$ cat src/rtl/vstl_pkg.sv
// ----------------------------------------------------------------------------
// vstl_pkg
// shared types and constants of the vector scale-to-length pipeline
// ----------------------------------------------------------------------------
package vstl_pkg;

  localparam int DataW     = 32;
  localparam int CompW     = 24;  // width of a component after the pre-shift
  localparam int ProdW     = 48;
  localparam int SqrtInW   = 44;  // sum of squares times 4096
  localparam int RootW     = SqrtInW / 2;
  localparam int SqrtSteps = RootW;
  localparam int RemW      = RootW + 1;
  localparam int DivDdW    = 44;  // magnitude of a 32-bit word times 4096
  localparam int DivSteps  = DivDdW;
  localparam int ShW       = 4;

  localparam logic [DataW:0]   LimHigh   = 33'd16777216;
  localparam logic [DataW:0]   LimMid    = 33'd1048576;
  localparam logic [ProdW-1:0] QRound    = 48'd2048;
  localparam logic [ShW-1:0]   ShiftHigh = 4'd8;
  localparam logic [ShW-1:0]   ShiftMid  = 4'd4;
  localparam logic [ShW-1:0]   ShiftNone = 4'd0;

  typedef struct packed {
    logic signed [DataW-1:0] vec_x;
    logic signed [DataW-1:0] vec_y;
    logic signed [DataW-1:0] vec_z;
    logic signed [DataW-1:0] target_length;
  } in_word_t;

  typedef struct packed {
    logic signed [DataW-1:0] res_x;
    logic signed [DataW-1:0] res_y;
    logic signed [DataW-1:0] res_z;
  } out_word_t;

  typedef struct packed {
    logic signed [DataW-1:0] x;
    logic signed [DataW-1:0] y;
    logic signed [DataW-1:0] z;
  } vec_t;

  // travels beside the sum of squares through the root
  typedef struct packed {
    in_word_t       item;
    logic [ShW-1:0] sh;
  } sq_side_t;

  // travels beside a quotient through a divider
  typedef struct packed {
    logic flag;
    vec_t vec;
  } div_side_t;

endpackage

$ cat src/rtl/vstl_sqrt.sv
// ----------------------------------------------------------------------------
// vstl_sqrt
// q12 square root, one root bit per pipeline stage
// ----------------------------------------------------------------------------
module vstl_sqrt (
  input  logic              clk_i,
  input  logic              rst_ni,
  input  logic              en_i,
  input  logic              valid_i,
  input  logic signed [vstl_pkg::DataW-1:0] sum_i,
  input  vstl_pkg::sq_side_t side_i,
  output logic              valid_o,
  output logic [vstl_pkg::RootW-1:0] root_o,
  output vstl_pkg::sq_side_t side_o
);
  import vstl_pkg::*;

  typedef struct packed {
    logic [SqrtInW-1:0] n;
    logic [RemW-1:0]    rem;
    logic [RootW-1:0]   root;
    sq_side_t           side;
  } sqrt_stage_t;

  function automatic sqrt_stage_t step(sqrt_stage_t s);
    sqrt_stage_t    o;
    logic [RemW+1:0] rs;
    logic [RemW+1:0] trial;
    o     = s;
    rs    = {s.rem, s.n[SqrtInW-1 -: 2]};
    trial = {1'b0, s.root, 2'b01};
    o.n   = {s.n[SqrtInW-3:0], 2'b00};
    if (rs >= trial) begin
      rs     = rs - trial;
      o.root = {s.root[RootW-2:0], 1'b1};
    end else begin
      o.root = {s.root[RootW-2:0], 1'b0};
    end
    o.rem = rs[RemW-1:0];
    return o;
  endfunction

  logic                 ent_v_q;
  sqrt_stage_t          ent_q, ent_d;
  logic [SqrtSteps-1:0] v_q;
  sqrt_stage_t          st_q [SqrtSteps];
  sqrt_stage_t          st_d [SqrtSteps];

  always_comb begin
    ent_d.n    = (sum_i > 0) ? {1'b0, sum_i[DataW-2:0], 12'd0} : '0;
    ent_d.rem  = '0;
    ent_d.root = '0;
    ent_d.side = side_i;
    st_d[0]    = step(ent_q);
    for (int s = 1; s < SqrtSteps; s++) begin
      st_d[s] = step(st_q[s-1]);
    end
  end

  always_ff @(posedge clk_i or negedge rst_ni) begin
    if (!rst_ni) begin
      ent_v_q <= 1'b0;
      v_q     <= '0;
    end else if (en_i) begin
      ent_v_q <= valid_i;
      v_q     <= {v_q[SqrtSteps-2:0], ent_v_q};
    end
  end

  always_ff @(posedge clk_i) begin
    if (en_i) begin
      ent_q <= ent_d;
      st_q  <= st_d;
    end
  end

  assign valid_o = v_q[SqrtSteps-1];
  assign root_o  = st_q[SqrtSteps-1].root;
  assign side_o  = st_q[SqrtSteps-1].side;

endmodule

$ cat config.mk
export PLATFORM = sky130hd
export DESIGN_NAME = vstl_sqrt
export DESIGN_NICKNAME = d
export VERILOG_FILES = /design/src/rtl/vstl_pkg.sv /design/src/rtl/vstl_sqrt.sv
export SDC_FILE = /design/constraint.sdc
export NUM_CORES = 2
export LEC_CHECK = 0
export ABC_AREA = 1
export BUFFER_PORTS_ARGS = -buffer_cell sky130_fd_sc_hd__buf_4
export CAP_MARGIN = 15
export CORE_AREA = 8 8 621 623
export DETAILED_ROUTE_END_ITERATION = 8
export DIE_AREA = 0 0 629 631
export GPL_ROUTABILITY_DRIVEN = 0
export GPL_TIMING_DRIVEN = 0
export SLEW_MARGIN = 30
export SYNTH_ARGS = -nofsm -noshare
export SYNTH_HDL_FRONTEND = slang
export SYNTH_SLANG_ARGS = --single-unit
$ cat constraint.sdc
create_clock -name clk_i -period 4.6 [get_ports clk_i]
set_input_delay 0.23 -clock clk_i [delete_from_list [all_inputs] [get_ports clk_i]]
set_output_delay 0.23 -clock clk_i [all_outputs]
set_load 0.02 [all_outputs]
Yosys cells after proc, flatten, opt, wreduce, memory -nomap -nowiden
Index checks and enable logic that the tools add are counted.
Word-level totals
  bits of input ports: 168
  flip-flop bits (word level): 4281
Cells by class
  add/subtract/negate cells: 21
  $lt $le $gt $ge: 23
  mux-type cells: 43
Operators by type and width (number)
  2-to-1 mux 23 bit: 20
  greater-than comparator 32 x 1 -> 1 bit, second input constant: 1
  greater-or-equal comparator 25 x 10 -> 1 bit: 1
  greater-or-equal comparator 25 x 11 -> 1 bit: 1
  greater-or-equal comparator 25 x 12 -> 1 bit: 1
  greater-or-equal comparator 25 x 13 -> 1 bit: 1
  greater-or-equal comparator 25 x 14 -> 1 bit: 1
  greater-or-equal comparator 25 x 15 -> 1 bit: 1
  greater-or-equal comparator 25 x 16 -> 1 bit: 1
  greater-or-equal comparator 25 x 17 -> 1 bit: 1
  greater-or-equal comparator 25 x 18 -> 1 bit: 1
  greater-or-equal comparator 25 x 19 -> 1 bit: 1
  greater-or-equal comparator 25 x 20 -> 1 bit: 1
  greater-or-equal comparator 25 x 21 -> 1 bit: 1
  greater-or-equal comparator 25 x 22 -> 1 bit: 1
  greater-or-equal comparator 25 x 23 -> 1 bit: 1
  greater-or-equal comparator 25 x 3 -> 1 bit: 1
  greater-or-equal comparator 25 x 4 -> 1 bit: 1
  greater-or-equal comparator 25 x 5 -> 1 bit: 1
  greater-or-equal comparator 25 x 6 -> 1 bit: 1
  greater-or-equal comparator 25 x 7 -> 1 bit: 1
  greater-or-equal comparator 25 x 8 -> 1 bit: 1
  greater-or-equal comparator 25 x 9 -> 1 bit: 1
  subtractor 23 x 10 -> 23 bit: 1
  other kinds (23): 44

Logic depth before layout (Yosys ltp)
  word-level depth: 2
  mapped depth: 15
  depth with buffers taken out: 15

Least setup slack after synthesis
No wires, ideal clock.
  kind: flip-flop to flip-flop
  start: reg st_q[1926] in the netlist's numbering
  end: reg st_q[1711] in the netlist's numbering (data pin)
  data arrival time: 1761 ps
  stages on the path, launching flop included: 14
  setup slack: 2586 ps
  setup time: 252 ps
  path through: edfxtp_1 ha_1 nand2_1 inv_2 nand2_1 inv_1 a21oi_1 nand2_1 nand2_2 nand2_1 buf_6 buf_6 nand2_1 nand2_1
RTL lines
  start, declared: RTL line vstl_sqrt.sv:46  | sqrt_stage_t st_q [SqrtSteps];
  start signal, assigned: RTL line vstl_sqrt.sv:73  | st_q <= st_d;

Final worst setup path
  start: in en_i
  end: reg st_q, in the netlist st_d[722], enable pin
RTL lines
  start, declared: RTL line vstl_sqrt.sv:8  | input logic en_i,
No word-level cell between the ends.

==> summary.txt <==
Timing
  – Setup TNS: 0 ns
  – WHS: 0.1080 ns
  – Max frequency: 0.2340 GHz
  – Worst-margin pin slew: 0.7772 ns
  – Final period utilization: 92.90%
  – Post-route minimum period: 4.273 ns
  – Max-slew violations: 0
  – PnR worst setup slack: 0.3267 ns
  – Final Setup Violations: 0
  – Rel. slew slack: 47.64%
  – Fin. Hold Viols: 0
  – Setup repair after global routing missed its margin: no
  – Clk_skew: 0.07152 ns

Synth
  – Synthesized Nets: 10460
  – Synth Cell Area: 0.1496 mm^2
  – Top-area cell type share of the netlist area: 80.38%
  – Cells after Synth: 10020
  – Synth warn: 0
  – Synth area leaders: edfxtp_1 80%, nand2_1 5.8%, inv_1 3.0%, ha_1 2.2%, nor2_1 1.6%
  – Synth cell types: 48
  – Seq/Total Area, Yosys: 80.76%
  – Commonest cells in the netlist: 4005 x edfxtp_1, 2318 x nand2_1, 1181 x inv_1
  – Syn_area_per_cell: 14.93 um^2
  – Post-synth ARST share: 0.5710%
  – Synthesized flop and latch total: 4028
  – Post-synth EDFFs: 4005
  – Post-synth top flop: edfxtp_1
  – Cell taking the most area after synthesis: edfxtp_1
  – Cell with the most instances after synthesis: edfxtp_1

Floorplanning
  – Initial Util: 39.73%
  – Die Y: 631 um
  – Chip width: 629 um
  – Row count: 226
  – Core ar.: 0.3767 mm^2
  – Die ar.: 0.3969 mm^2
  – I/O Pins: 323

Power and ir drop
  – Clock Power Share: 38.7%
  – Power Total: 0.08333 W
  – Power per cell area: 474.6 mW/mm^2
  – Logic pwr share: 8.0%
  – Switching Fraction: 22.75%
  – Net switching power: 0.01895 W
  – Sequential Power Share: 53.3%
  – Worst IR Drop VDD: 332.7 uV
  – Static Leak: 67.25 nW
  – Pint: 0.06438 W

GRT
  – Initial antenna violation count: 7
  – Total track usage: 11.95%
  – Vias in the first global route: 78080
  – Largest net degree at the start of global routing: 147
  – GR Overflow Total: 0
  – First-pass GRT wire length: 396400 um

Setup path
  – CP endpoint kind: flop
  – Critical Path RT: 5.14 ns
  – Worst setup path startpoint: en_i
  – Worst Path Max Fanout: 139
  – CP Launch Type: primary input
  – Worst Setup Path Type: primary input to flop
  – RR Startpoint: st_q[1766]$_DFFE_PP_
  – Worst Path Arrival: 4.81 ns

Drt
  – Drt wl/cell: 15.06 um
  – Drt drc: 22
  – Pre-antenna DRT Iters: 9
  – Post-DRT Antenna Nets: 0
  – WL final: 247900 um
  – Initial DRC count: 7204
  – Vias/cell: 4.736
  – Via count: 77940

Finish
  – Fillers: 31650
  – Final instance area: 0.1756 mm^2
  – Nets: 11530
  – Area growth syn-to-layout: 17.34%
  – Layout cells sized above 1: 10.85%

CTS
  – H-tree depth: 5
  – Root Buffer Master: clkbuf_16
  – Clk slew on worst S/H paths: 0.06 ns
  – Max Root-Sink Buffers: 4
  – Later-pin clock latency in the skew report: 0.92 ns
  – CTS tree: built
  – CTS sink cnt: 4028
  – Post-CTS Setup Bufs: 0
  – CTS Buf Count: 416

Placed design
  – Port-buffer cells: 322
  – Place WS: -0.6642 ns
  – DP Wirelength: 157900 um
  – Post-DP Area: 0.1592 mm^2

Min path
  – HP Class: primary input to flop
  – HP Start: side_i[122]

Flow run
  – Max Cap Violations: 0

Outcome
  – Failing checks: DRC
  – Status: finished with violations
-- path summary, 6_finish.rpt --
kind                                              to  slack [ns]  depth (start not counted)
worst min register to register  st_d[1558]$_DFFE_PP_        0.35                          0
min in group asynchronous         v_q[3]$_DFFE_PN0P_        0.45                          4
worst max-delay path             st_d[722]$_DFFE_PP_        0.33                          9
worst min-delay path            ent_q[122]$_DFFE_PP_        0.11                          2
worst max register to register  st_q[1496]$_DFFE_PP_        2.01                         10
max in group asynchronous         v_q[9]$_DFFE_PN0P_        3.82                          4
-- per-layer routing --
layer	GRT usage (%)	vias up	wire (um)
met4	5.470	0	11930
met3	2.497	1090	15220
li1	-	37000	-
met1	13.88	36680	97830
met2	21.28	3167	122900
met5	0	-	0
-- critical path, cell delays in order --
cell and delay [ns]:
dlygate4sd3_1 0.61, buf_16 0.18, buf_16 0.44, buf_16 0.48
buf_16 0.34, buf_16 0.40, buf_16 0.37, buf_16 0.48
buf_16 0.48
-- through the flow --
stage / std cells / util, %
floorplan: 10020 / -
global placement: 15360 / 42.03
detailed placement: 15390 / 42.27
CTS: 16450 / 46.60
global route: 16460 / 46.61
finish: 16460 / 46.61
-- final cells by class --
class                           count  area [um^2]  area share (%)
Antenna cell                        4        10.01        0.005701
Clock buffer                      518        10890           6.201
Inverter                         1199         4501           2.563
Buffer                            219         1654          0.9421
Tap cell                         5016         6276           3.575
Timing Repair Buffer              653         6339           3.610
Sequential cell                  4028       120800           68.83
Multi-Input combinational cell   4578        22630           12.89
Clock inverter                    242         2430           1.384
-- placed cells by master, fill, tap and decap left out, types with 7 or more instances in the layout --
cell type / n
clkbuf_1: 108
edfxtp_1: 4005
buf_6: 22
buf_4: 489
clkbuf_16: 420
inv_1: 1181
xor2_1: 101
o21ai_1: 39
nor2_1: 618
nand3b_1: 69
nand4_1: 100
clkinv_2: 72
clkinvlp_4: 13
nand3_1: 390
clkinv_16: 13
nand2_2: 12
bufinv_16: 32
dlygate4sd3_1: 296
or2_2: 13
nor4_1: 7
buf_2: 17
nand2_1: 2318
nand3_2: 10
xnor2_1: 68
ha_1: 264
clkinv_4: 7
a21oi_1: 235
nor3_1: 62
nor2_2: 21
o21ai_0: 152
o21bai_1: 26
buf_16: 34
clkinv_1: 87
dfrtp_1: 23
nor3b_1: 23
inv_6: 8
inv_2: 18
a21oi_2: 11
-- kinds of logic after synthesis --
logic type	count (synthesis)	share of synthesized area [%]
AO/OA/AOI/OAI	474	1.686
other	1	0.002506
XOR/XNOR	169	0.9892
AND/OR/NAND/NOR	3664	10.17
flip-flops	4028	80.76
adder cells (fa/ha/maj)	269	2.274
multiplexers	1	0.007525
buffers and inverters	1418	4.113
-- power by group through the flow --
stage / Clock [W] / Combinational [W] / Sequential, W
4_1_cts: 0.0336 / 0.00653 / 0.0444
5_1_grt: 0.0349 / 0.00743 / 0.0447
3_5_place_dp: 0 / 0.00630 / 0.0452
6_report: 0.0322 / 0.00667 / 0.0444
2_1_floorplan: 0 / 0.00409 / 0.0447
3_3_place_gp: 0 / 0.00599 / 0.0476
-- flip-flops by register name, summed over array words and instances (netlist names) --
| register | count |
|---|---|
| ent_q | 163 |
| ent_v_q | 1 |
| root_o | 22 |
| side_o | 132 |
| st_d | 2982 |
| st_q | 706 |
| v_q | 22 |
-- what timing repair did --
| item | CTS | global route |
|---|---|---|
| endpoints found under the hold margin | 306 | 23 |
| endpoints found under the setup margin | 0 | 241 |
| hold buffers | 297 | 1 |
| gates resized for setup | 0 | 0 |
No activity file was read; power rests on OpenSTA's default activity.
